<file path="src/sv/b64d_pkg.sv">
// b64d_pkg: shared types, constants and helper functions of the lenient Base64 decoder.
// No dependencies; used by the front, queue, back and core modules.
package b64d_pkg;

	// Default depth of the job queue between front and back.
	localparam int unsigned QueueDepth = 4;

	localparam logic [7:0] PadChar = 8'h3D;	// '='

	// Number of results a job carries: 1..3.
	typedef logic [1:0] job_cnt_t;

	// One job: the results caused by one accepted character.
	typedef struct packed {
		logic [7:0] b0;
		logic [7:0] b1;
		logic [7:0] b2;
		job_cnt_t   cnt;
		logic       valid;	// 0 marks the empty end marker
		logic       last;	// last flag goes on the final result of the job
	} job_t;

	typedef struct packed {
		logic       ok;
		logic [5:0] val;
	} sextet_t;

	// Alphabet lookup.
	function automatic sextet_t sextet_of(input logic [7:0] c);
		sextet_t r;
		r.ok  = 1'b1;
		r.val = 6'd0;
		if (c inside {[8'h41:8'h5A]}) begin
			r.val = 6'(c - 8'h41);
		end else if (c inside {[8'h61:8'h7A]}) begin
			r.val = 6'(c - 8'h61 + 8'd26);
		end else if (c inside {[8'h30:8'h39]}) begin
			r.val = 6'(c - 8'h30 + 8'd52);
		end else if (c == 8'h2B) begin
			r.val = 6'd62;
		end else if (c == 8'h2F) begin
			r.val = 6'd63;
		end else begin
			r.ok = 1'b0;
		end
		return r;
	endfunction

	// First byte of a group: all of s0, top two bits of s1.
	function automatic logic [7:0] pack0(input logic [5:0] s0, input logic [5:0] s1);
		return {s0, s1[5:4]};
	endfunction

	// Second byte: low nibble of s1, top nibble of s2.
	function automatic logic [7:0] pack1(input logic [5:0] s1, input logic [5:0] s2);
		return {s1[3:0], s2[5:2]};
	endfunction

	// Third byte: low two bits of s2, all of s3.
	function automatic logic [7:0] pack2(input logic [5:0] s2, input logic [5:0] s3);
		return {s2[1:0], s3};
	endfunction

endpackage

</file>
<file path="src/sv/b64d_front.sv">
// b64d_front: character classification and group state; turns each accepted
// character into at most one job. Depends on b64d_pkg.
module b64d_front (
	input  logic             clk,
	input  logic             arst_n,
	input  logic             accept,
	input  logic [7:0]       in_char,
	input  logic             in_last,
	output logic             job_push,
	output b64d_pkg::job_t   job
);

	logic [1:0]        group_count_q;
	logic [5:0]        held_q [3];
	logic              pad_seen_q;

	logic [1:0]        gc_n;
	logic [5:0]        held_n [3];
	logic              pad_n;
	logic              complete;
	b64d_pkg::sextet_t sx;

	always_comb begin
		sx       = b64d_pkg::sextet_of(in_char);
		gc_n     = group_count_q;
		held_n   = held_q;
		pad_n    = pad_seen_q;
		complete = 1'b0;
		if (!pad_seen_q) begin
			if (in_char == b64d_pkg::PadChar) begin
				pad_n = 1'b1;
			end else if (sx.ok) begin
				if (group_count_q == 2'd3) begin
					complete = 1'b1;
					gc_n     = 2'd0;
				end else begin
					held_n[group_count_q] = sx.val;
					gc_n = group_count_q + 2'd1;
				end
			end
		end
	end

	always_comb begin
		job       = '0;
		job.last  = in_last;
		job.valid = 1'b1;
		if (complete) begin
			job.b0  = b64d_pkg::pack0(held_q[0], held_q[1]);
			job.b1  = b64d_pkg::pack1(held_q[1], held_q[2]);
			job.b2  = b64d_pkg::pack2(held_q[2], sx.val);
			job.cnt = 2'd3;
		end else if (gc_n >= 2'd2) begin
			// flush of a partial group at message end
			job.b0  = b64d_pkg::pack0(held_n[0], held_n[1]);
			job.b1  = b64d_pkg::pack1(held_n[1], held_n[2]);
			job.cnt = gc_n - 2'd1;
		end else begin
			// empty end marker
			job.cnt   = 2'd1;
			job.valid = 1'b0;
		end
		job_push = accept && (complete || in_last);
	end

	always_ff @(posedge clk or negedge arst_n) begin
		if (!arst_n) begin
			group_count_q <= 2'd0;
			pad_seen_q    <= 1'b0;
		end else if (accept) begin
			if (in_last) begin
				group_count_q <= 2'd0;
				pad_seen_q    <= 1'b0;
			end else begin
				group_count_q <= gc_n;
				pad_seen_q    <= pad_n;
			end
		end
	end

	always_ff @(posedge clk) begin
		if (accept) begin
			held_q <= held_n;
		end
	end

endmodule

</file>
<file path="src/sv/b64d_queue.sv">
// b64d_queue: short job queue that decouples front and back.
// Depends on b64d_pkg for the job type.
module b64d_queue #(
	parameter int unsigned DEPTH = b64d_pkg::QueueDepth
) (
	input  logic           clk,
	input  logic           arst_n,
	input  logic           wr_en,
	input  b64d_pkg::job_t wr_job,
	input  logic           rd_en,
	output b64d_pkg::job_t rd_job,
	output logic           q_full,
	output logic           q_empty
);

	localparam int unsigned PW = (DEPTH > 1) ? $clog2(DEPTH) : 1;
	localparam int unsigned CW = $clog2(DEPTH + 1);

	b64d_pkg::job_t  slots_q [DEPTH];
	logic [PW-1:0]   wr_ptr_q;
	logic [PW-1:0]   rd_ptr_q;
	logic [CW-1:0]   count_q;

	function automatic logic [PW-1:0] bump(input logic [PW-1:0] p);
		return (p == PW'(DEPTH - 1)) ? '0 : p + PW'(1);
	endfunction

	assign q_full  = (count_q == CW'(DEPTH));
	assign q_empty = (count_q == '0);
	assign rd_job  = slots_q[rd_ptr_q];

	always_ff @(posedge clk or negedge arst_n) begin
		if (!arst_n) begin
			wr_ptr_q <= '0;
			rd_ptr_q <= '0;
			count_q  <= '0;
		end else begin
			if (wr_en) wr_ptr_q <= bump(wr_ptr_q);
			if (rd_en) rd_ptr_q <= bump(rd_ptr_q);
			if (wr_en && !rd_en) begin
				count_q <= count_q + CW'(1);
			end else if (rd_en && !wr_en) begin
				count_q <= count_q - CW'(1);
			end
		end
	end

	always_ff @(posedge clk) begin
		if (wr_en) begin
			slots_q[wr_ptr_q] <= wr_job;
		end
	end

endmodule

</file>
<file path="src/sv/b64d_back.sv">
// b64d_back: walks the head job into the output register, one result per cycle while it is free or popped.
// Depends on b64d_pkg for the job type.
module b64d_back (
	input  logic           clk,
	input  logic           arst_n,
	input  b64d_pkg::job_t head,
	input  logic           head_ok,
	output logic           head_done,
	input  logic           pop,
	output logic           empty,
	output logic [7:0]     out_byte,
	output logic           out_valid,
	output logic           out_last
);

	logic [1:0] idx_q;
	logic       full_q;
	logic       advance;
	logic       take;
	logic       at_end;
	logic [7:0] sel_byte;

	assign advance   = !full_q || pop;
	assign take      = advance && head_ok;
	assign at_end    = (idx_q == head.cnt - 2'd1);
	assign head_done = take && at_end;
	assign empty     = !full_q;

	always_comb begin
		case (idx_q)
			2'd0:    sel_byte = head.b0;
			2'd1:    sel_byte = head.b1;
			2'd2:    sel_byte = head.b2;
			default: sel_byte = 8'd0;
		endcase
	end

	always_ff @(posedge clk or negedge arst_n) begin
		if (!arst_n) begin
			idx_q  <= 2'd0;
			full_q <= 1'b0;
		end else begin
			if (advance) full_q <= head_ok;
			if (take) idx_q <= at_end ? 2'd0 : idx_q + 2'd1;
		end
	end

	always_ff @(posedge clk) begin
		if (take) begin
			out_byte  <= sel_byte;
			out_valid <= head.valid;
			out_last  <= head.last && at_end;
		end
	end

endmodule

</file>
<file path="src/sv/base64_lenient_decoder_core.sv">
// Lenient Base64 decoder core: one character per request in, one byte per request out.
// A character's job goes into the queue, then its results into the output register.
// Throughput: one character per cycle; the back end drains one result per cycle, and a
//   job with k results is always preceded by at least k-1 characters with no result,
//   so with pop held high the back end keeps up; full rises only when pop stalls leave
//   QUEUE_DEPTH jobs waiting.
// Reset: arst_n clears group count, pad flag, queue pointers and back-end full flag; empty=1.
// Depends on b64d_pkg, b64d_front, b64d_queue, b64d_back.
module base64_lenient_decoder_core #(
	parameter int unsigned QUEUE_DEPTH = b64d_pkg::QueueDepth
) (
	input  logic       clk,
	input  logic       arst_n,
	// character side
	input  logic       push,
	output logic       full,
	input  logic [7:0] in_char,
	input  logic       in_last,
	// result side
	output logic       empty,
	input  logic       pop,
	output logic [7:0] out_byte,
	output logic       out_valid,
	output logic       out_last
);

	b64d_pkg::job_t new_job;
	b64d_pkg::job_t head_job;
	logic           accept;
	logic           job_push;
	logic           q_empty;
	logic           head_done;

	// A request is taken whenever the queue has a free slot, even if the
	// character ends up producing no job (skipped or after the pad).
	assign accept = push && !full;

	// Front: alphabet lookup, group/pad tracking, job build.
	b64d_front u_front (
		.clk      (clk),
		.arst_n   (arst_n),
		.accept   (accept),
		.in_char  (in_char),
		.in_last  (in_last),
		.job_push (job_push),
		.job      (new_job)
	);

	// Job queue: one entry per result-producing character.
	b64d_queue #(
		.DEPTH (QUEUE_DEPTH)
	) u_queue (
		.clk     (clk),
		.arst_n  (arst_n),
		.wr_en   (job_push),
		.wr_job  (new_job),
		.rd_en   (head_done),
		.rd_job  (head_job),
		.q_full  (full),
		.q_empty (q_empty)
	);

	// Back: serializes each job's bytes into the output register; the
	// last flag lands on the job's final byte only.
	b64d_back u_back (
		.clk       (clk),
		.arst_n    (arst_n),
		.head      (head_job),
		.head_ok   (!q_empty),
		.head_done (head_done),
		.pop       (pop),
		.empty     (empty),
		.out_byte  (out_byte),
		.out_valid (out_valid),
		.out_last  (out_last)
	);

endmodule

</file>
<file path="config.mk">
export PLATFORM = sky130hd
export DESIGN_NAME = base64_lenient_decoder_core
export DESIGN_NICKNAME = d
export VERILOG_FILES = /design/src/sv/b64d_pkg.sv /design/src/sv/b64d_front.sv /design/src/sv/b64d_queue.sv /design/src/sv/b64d_back.sv /design/src/sv/base64_lenient_decoder_core.sv
export SDC_FILE = /design/constraint.sdc
export NUM_CORES = 1
export LEC_CHECK = 0
export BUFFER_PORTS_ARGS = -buffer_cell sky130_fd_sc_hd__buf_4
export CAP_MARGIN = 20
export CORE_ASPECT_RATIO = 0.6
export CORE_UTILIZATION = 25
export DETAILED_ROUTE_END_ITERATION = 8
export PLACE_DENSITY = 0.41
export SLEW_MARGIN = 10
export SYNTH_ARGS = -nofsm -noshare
export SYNTH_HDL_FRONTEND = slang
export SYNTH_SLANG_ARGS = --single-unit
</file>
<file path="constraint.sdc">
create_clock -name clk -period 4.07 [get_ports clk]
set_input_delay 0.6105 -clock clk [delete_from_list [all_inputs] [get_ports clk]]
set_output_delay 0.6105 -clock clk [all_outputs]
set_load 0.02 [all_outputs]
</file>
== Yosys cells after proc, flatten, opt, wreduce, memory -nomap -nowiden ==
Memories as Yosys holds them, arrays and structs flattened.
Index checks and enable logic that the tools add are counted.

* Register bits: 41
* RAM bits: 112
* Bits of input ports: 13
* Output and inout bits: 12
* Logic and storage cells: 117
* Memories kept: 1

{| class="wikitable"
|+ Memory list
! memory !! words !! bits a word !! read ports !! clocked after Yosys merged registers in !! wr ports !! line !! text
|-
| u_queue.slots_q || 4 || 28 || 1 || 0 || 1 || b64d_queue.sv:19 || <nowiki>b64d_pkg::job_t slots_q [DEPTH];</nowiki>
|}

* Add/sub/neg operators: 13
* $lt $le $gt $ge: 9
* Equality and inequality tests: 10
* Multiplexer cells: 44
* Bitwise logic cells: 4
* Reduce and logical (&&, ||, !) cells: 22

{| class="wikitable"
|+ Operators by type and width
! kind !! number
|-
| 2-to-1 mux 18 bit || 4
|-
| 2-to-1 mux 6 bit || 6
|-
| 2-to-1 mux 16 bit || 2
|-
| equality test 8 x 6 -> 1 bit, second input constant || 3
|-
| case mux 8 bit (3 select lines) || 1
|-
| 2-to-1 mux 2 bit || 10
|-
| bitwise mux 18 bit || 1
|-
| greater-or-equal comparator 8 x 7 -> 1 bit, second input constant || 2
|-
| <= comparator 8 x 7 -> 1 bit, second input constant || 2
|-
| 2-to-1 mux 1 bit || 16
|-
| demux 6 bit (select 2 bit) || 1
|-
| subtractor 6 bit, second input constant || 2
|-
| logical AND 1 bit || 11
|-
| adder 2 x 1 -> 2 bit, second input constant || 4
|-
| equality test 2 bit, second input constant || 4
|-
| greater-or-equal comparator 8 x 6 -> 1 bit, second input constant || 1
|-
| <= comparator 8 x 6 -> 1 bit, second input constant || 1
|-
| 2-to-1 mux 8 bit || 1
|-
| adder 6 x 5 -> 6 bit, second input constant || 1
|-
| adder 6 bit, second input constant || 1
|-
| 2-to-1 mux 3 bit || 2
|-
| subtractor 6 x 1 -> 6 bit, second input constant || 1
|-
| zero test 1 bit || 5
|-
| AND reduction 5 bit || 1
|-
| other kinds (15) || 19
|}

== Longest topological paths before layout ==
* Depth after elaboration: 15
* Mapped depth: 14
* Gate-level depth less buffers: 13

== Cells and area by module ==
From an unflattened synthesis, not the netlist that was laid out.

* Cell total of the unflattened synthesis: 489
* Area total of the unflattened synthesis: 7355.8 um^2

{| class="wikitable"
|+ Modules (own cells, without submodules)
! module !! times used !! cells each !! area each (um^2) !! seq. area each (um^2)
|-
| b64d_queue || 1 || 183 || 4454.3 || 3538.4
|-
| b64d_front || 1 || 245 || 2183.3 || 615.6
|-
| b64d_back || 1 || 59 || 700.7 || 375.4
|-
| base64_lenient_decoder_core || 1 || 2 || 17.5 || 0.0
|}

== Worst setup path after synthesis ==
Ideal clock, no wire load.

* Kind: input to register
* From: input in_char[0]
* To: memory u_queue.slots_q[3][0] (netlist bit) (enable)
* Setup time: 387 ps
* Arrival time: 2796 ps
* Required time: 3683 ps
* Path slack: 886 ps
* Stages on the path: 9
* Buffers on the path: 1
* Cells stage by stage: inv_1 > ha_1 > nor2b_1 > o21ai_1 > o21a_1 > buf_6 > o211ai_4 > a21oi_2 > and2_1

* Cells in the longest elaborated chain, start to end: 13
* Elaborated cells on any way between the ends: 24
* Those cells by class: order compare (6); eq/ne (3); mux (10); reduce/logical (5)

{| class="wikitable"
|+ RTL lines
! item !! line !! text
|-
| start, declared || base64_lenient_decoder_core.sv:17 || <nowiki>input logic [7:0] in_char,</nowiki>
|-
| parallel branches: the longest is 7 deep, another holds greater-or-equal comparator 8 x 6 -> 1 bit || -- ||
|-
| 2-to-1 mux 1 bit (*) || b64d_front.sv:30 || <nowiki>if (in_char == b64d_pkg::PadChar) begin</nowiki>
|-
| 2-to-1 mux 1 bit (*) || b64d_front.sv:29 || <nowiki>if (!pad_seen_q) begin</nowiki>
|-
| logical OR 1 bit (*) || b64d_front.sv:63 || <nowiki>job_push = accept && (complete || in_last);</nowiki>
|-
| logical AND 1 bit (*) || b64d_front.sv:63 ||
|-
| via job_push || base64_lenient_decoder_core.sv:30 || <nowiki>logic job_push;</nowiki>
|-
| 2-to-1 mux 1 bit (*) || b64d_queue.sv:49 || <nowiki>if (wr_en) begin</nowiki>
|-
| 2-to-1 mux 1 bit (implied by the code) (*) || b64d_queue.sv:50 || <nowiki>slots_q[wr_ptr_q] <= wr_job;</nowiki>
|-
| end, declared || b64d_queue.sv:19 ||
|}

Mark *: on every way through the listed nets, which the timed path passes.

== Worst setup path in the final report ==
* From: register u_queue.rd_ptr_q[0]
* To: register u_queue.count_q[2]

* Cells in the longest elaborated chain, start to end: 7
* Elaborated cells on any way between the ends: 9
* Those cells by class: add/sub (1); eq/ne (1); mux (1); reduce/logical (5); memory (1)

{| class="wikitable"
|+ RTL lines
! item !! line !! text
|-
| start, declared || b64d_queue.sv:21 || <nowiki>logic [PW-1:0] rd_ptr_q;</nowiki>
|-
| start signal, assigned || b64d_queue.sv:39 || <nowiki>if (rd_en) rd_ptr_q <= bump(rd_ptr_q);</nowiki>
|-
| memory (4 x 28 bit) (*) || -- ||
|-
| subtractor 2 x 1 -> 2 bit (*) || b64d_back.sv:25 || <nowiki>assign at_end = (idx_q == head.cnt - 2'd1);</nowiki>
|-
| equality test 2 bit (*) || b64d_back.sv:25 ||
|-
| logical AND 1 bit (*) || b64d_back.sv:26 || <nowiki>assign head_done = take && at_end;</nowiki>
|-
| zero test 1 bit || b64d_queue.sv:40 || <nowiki>if (wr_en && !rd_en) begin</nowiki>
|-
| logical AND 1 bit || b64d_queue.sv:40 ||
|-
| 2-to-1 mux 3 bit or nonzero test 2 bit (tied branches) || -- ||
|-
| end signal, assigned || b64d_queue.sv:41 || <nowiki>count_q <= count_q + CW'(1);</nowiki>
|-
| end signal, assigned || b64d_queue.sv:43 || <nowiki>count_q <= count_q - CW'(1);</nowiki>
|-
| end, declared || b64d_queue.sv:22 || <nowiki>logic [CW-1:0] count_q;</nowiki>
|}

Every way passes the cells marked *; elsewhere a longest branch is shown, timed or not.
A chain may end at the register's enable or synchronous reset.

==> out/results.tsv <==
metric	value	unit
CTS sink cnt	153	
number of synthesized flops with an enable pin	140	
Critical Path RT	4.42	ns
Total Wirelength	18600	µm
syn_nets	528	
RSZ-0062 raised after global routing	false	
CP top delay family	adder cells	
row cnt	47	
layout cells sized above 1	0.222	
GR peak layer	met1	
share of power burned in registers	0.409	
Initial DRC Count	311	
post-layout util	0.306	
P_leak	3.11	nW
I/O pin cnt	25	
Pint	0.00363	W
largest net degree at the start of global routing	29	
Startpoint Class	flop	
Layout Skew	0.00697	ns
Longest Clk Path Bufs	2	
post-cts resize count	0	
critical path class	reg2reg	
combinational fraction of design power	0.294	
worst-margin pin slew	0.866	ns
FF-to-FF path depth	12	
# H-tree levels	4	
full die area	29800	µm²
initial antenna violation count	0	
Buf/Inv on CP	3	
Clock Latency Late Sink	0.43	ns
max cap viols	0	
cells after synthesis	491	
mapped cell area	7270	µm²
root buffer cell	clkbuf_16	
# setup viols final	0	
DRC	0	
Yosys cell types	67	
Synth Register Bits	153	
Fin. Hold Viols	0	
ANT nets after route	0	
Post-CTS Hold Buffers	0	
grt ovf	0	
Layout Nets	570	
Filler Cell Count	2768	
Clock Power Share	0.297	
met2 GRT Util	0.171	
Reg-to-Reg End	u_queue.count_q[2]$_DFFE_PN0P_	
Crit Path Max Fanout	12	
GPL Wtd Cong	0.808	
min cycle time layout	3.14	ns
Post-CTS Setup Inserts	0	
DR vias/cell	4.79	
port bufs	24	
met1 GRT Util	0.210	
Die Y-Extent	134	µm
met3 usage	0.0394	
ANT cells	0	
Clk pin slew, worst setup/hold paths	0.06	ns
final worst path period share	0.772	
total track usage	0.133	
die width	222	µm
Fmax	318	MHz
status	finished, final reports clean	
CTS tree	yes	
worst vdd rail ir drop	0.321	mV
Worst Path Arrival	3.50	ns
register area share after synthesis	0.623	
area growth from synthesis to layout	18.1	%
crit path cell chain	buf_4 -> mux4_2 -> and2_1 -> a22oi_1 -> buf_4 -> nand2b_1 -> ha_1 -> inv_1 -> fa_1 -> xor2_1 -> nor2_1 -> xor2_1	
syn avg cell area	14.8	µm²
Initial Util	0.259	
number of global-route vias before repair	4389	
total number of vias	4371	
Top FF cell, synth	edfxtp_1	
Slew HR	0.408	
dpl hpwl	13100	µm
sw power	0.00170	W
post-route setup TNS	0	ns
fraction of registers with async set/reset	0.0850	
first-pass GRT wire length	28600	µm
Core Box Area	28100	µm²
CP Capture Type	flop	
First-pass DRT Iterations	5	
reg2reg start	u_queue.rd_ptr_q[0]$_DFFE_PN0P_	
Final Max Tran Viols	0	
Slowest cell on crit path	mux4_2	
CP max stage delay	0.56	ns
Yosys warnings	0	
DR WL/cell	20.3	µm
PwrDens	621	nW/µm²
R2R setup slack	0.93	ns
switching share of power	0.319	
CTS Buf Count	17	
min-delay worst type	in2async	
layout make-up:
cell class                      count  area, µm²  share of cell area
Sequential cell                   153       4530               0.527
Multi-Input combinational cell    296       2560               0.298
Tap cell                          367        459              0.0535
Clock buffer                       18        429              0.0500
Timing Repair Buffer               41        358              0.0417
Clock inverter                     14        161              0.0188
Inverter                           24       90.1              0.0105
synthesized netlist by cell type, types with 7 or more instances:
cell type,count,area share
a211o_1,8,0.0096
a21oi_1,15,0.010
a22oi_1,10,0.010
and2_1,7,0.0060
and3_1,12,0.010
buf_2,7,0.0048
clkbuf_1,8,0.0041
dfrtp_1,13,0.045
edfxtp_1,140,0.58
ha_1,23,0.040
inv_1,24,0.012
mux2_2,9,0.014
mux4_2,28,0.087
nand2_1,29,0.015
nand3_1,14,0.0096
nor2_1,21,0.011
nor3_1,14,0.0096
o21ai_0,19,0.013
cell families after synthesis:
family	after synthesis	synth area share
AO/OA/AOI/OAI	105	0.110
XOR/XNOR	6	0.00723
buffers and inverters	42	0.0249
flip-flops	153	0.623
AND/OR/NAND/NOR	122	0.0891
multiplexers	39	0.104
adder cells (fa/ha/maj)	24	0.0423
placed cells by master (no fill, tap or decap), types with 4 or more instances in the layout:
cell / n
mux4_2: 28
a22oi_1: 10
nor3_1: 14
mux2_2: 9
dfrtp_1: 12
nor2_1: 21
buf_4: 37
a221o_1: 5
o211ai_1: 6
nand3_1: 14
buf_12: 4
and3_1: 12
a21oi_1: 15
ha_1: 23
and4b_1: 6
clkbuf_16: 17
nor2b_1: 5
nand2_1: 29
xor2_1: 4
inv_1: 24
o21ai_0: 19
and2_1: 7
edfxtp_1: 140
a211o_1: 8
power by group through the flow:
stage / registers (W) / logic, W / clock network (W)
2_1_floorplan: 0.00225 / 0.000962 / 0
3_3_place_gp: 0.00221 / 0.00160 / 0
3_5_place_dp: 0.00222 / 0.00160 / 0
4_1_cts: 0.00218 / 0.00160 / 0.00162
5_1_grt: 0.00221 / 0.00173 / 0.00168
6_report: 0.00218 / 0.00157 / 0.00158
how the worst max path moves through the flow:
stage,startpoint,to,slack (ns),cells past startpoint
global placement,in_char[0],u_queue.count_q[2]$_DFFE_PN0P_,0.57,14
global route,in_char[0],u_queue.count_q[2]$_DFFE_PN0P_,0.63,14
detailed placement,in_char[0],u_queue.count_q[2]$_DFFE_PN0P_,0.50,14
floorplan,in_char[0],u_queue.slots_q[3][0]$_DFFE_PP_,0.89,9
finish,u_queue.rd_ptr_q[0]$_DFFE_PN0P_,u_queue.count_q[2]$_DFFE_PN0P_,0.93,12
CTS,u_queue.rd_ptr_q[0]$_DFFE_PN0P_,u_queue.count_q[2]$_DFFE_PN0P_,0.90,12
layer usage:
| metal | vias up | wire length (µm) |
|---|---|---|
| li1 | 2039 | - |
| met1 | 2214 | 10300 |
| met2 | 105 | 7180 |
| met3 | 13 | 949 |
| met4 | 0 | 132 |
| met5 | - | 0 |
through the flow:
stage          hold slack (ns)  worst slack, ns  total power (W)  instances  area, µm²
2_1_floorplan            0.315            0.886          0.00321        491       7270
3_3_place_gp             0.477            0.574          0.00381        881       8000
3_5_place_dp             0.483            0.502          0.00381        881       8000
4_1_cts                 0.0160            0.899          0.00541        913       8590
5_1_grt                 0.0219            0.634          0.00562        913       8590
6_report                0.0267            0.927          0.00533        913       8590
sequential cells by signal, summed over array words and instances (netlist names), named ones only:
signal and flops:
u_back.idx_q 2, u_queue.slots_q 112, u_back.full_q 1, u_front.pad_seen_q 1, u_front.held_q 16, u_front.group_count_q 2, u_queue.rd_ptr_q 2, u_back.out_byte 8
u_back.out_last 1, u_queue.wr_ptr_q 2, u_queue.count_q 3, u_back.out_valid 1
No activity file was read; power rests on OpenSTA's default activity.
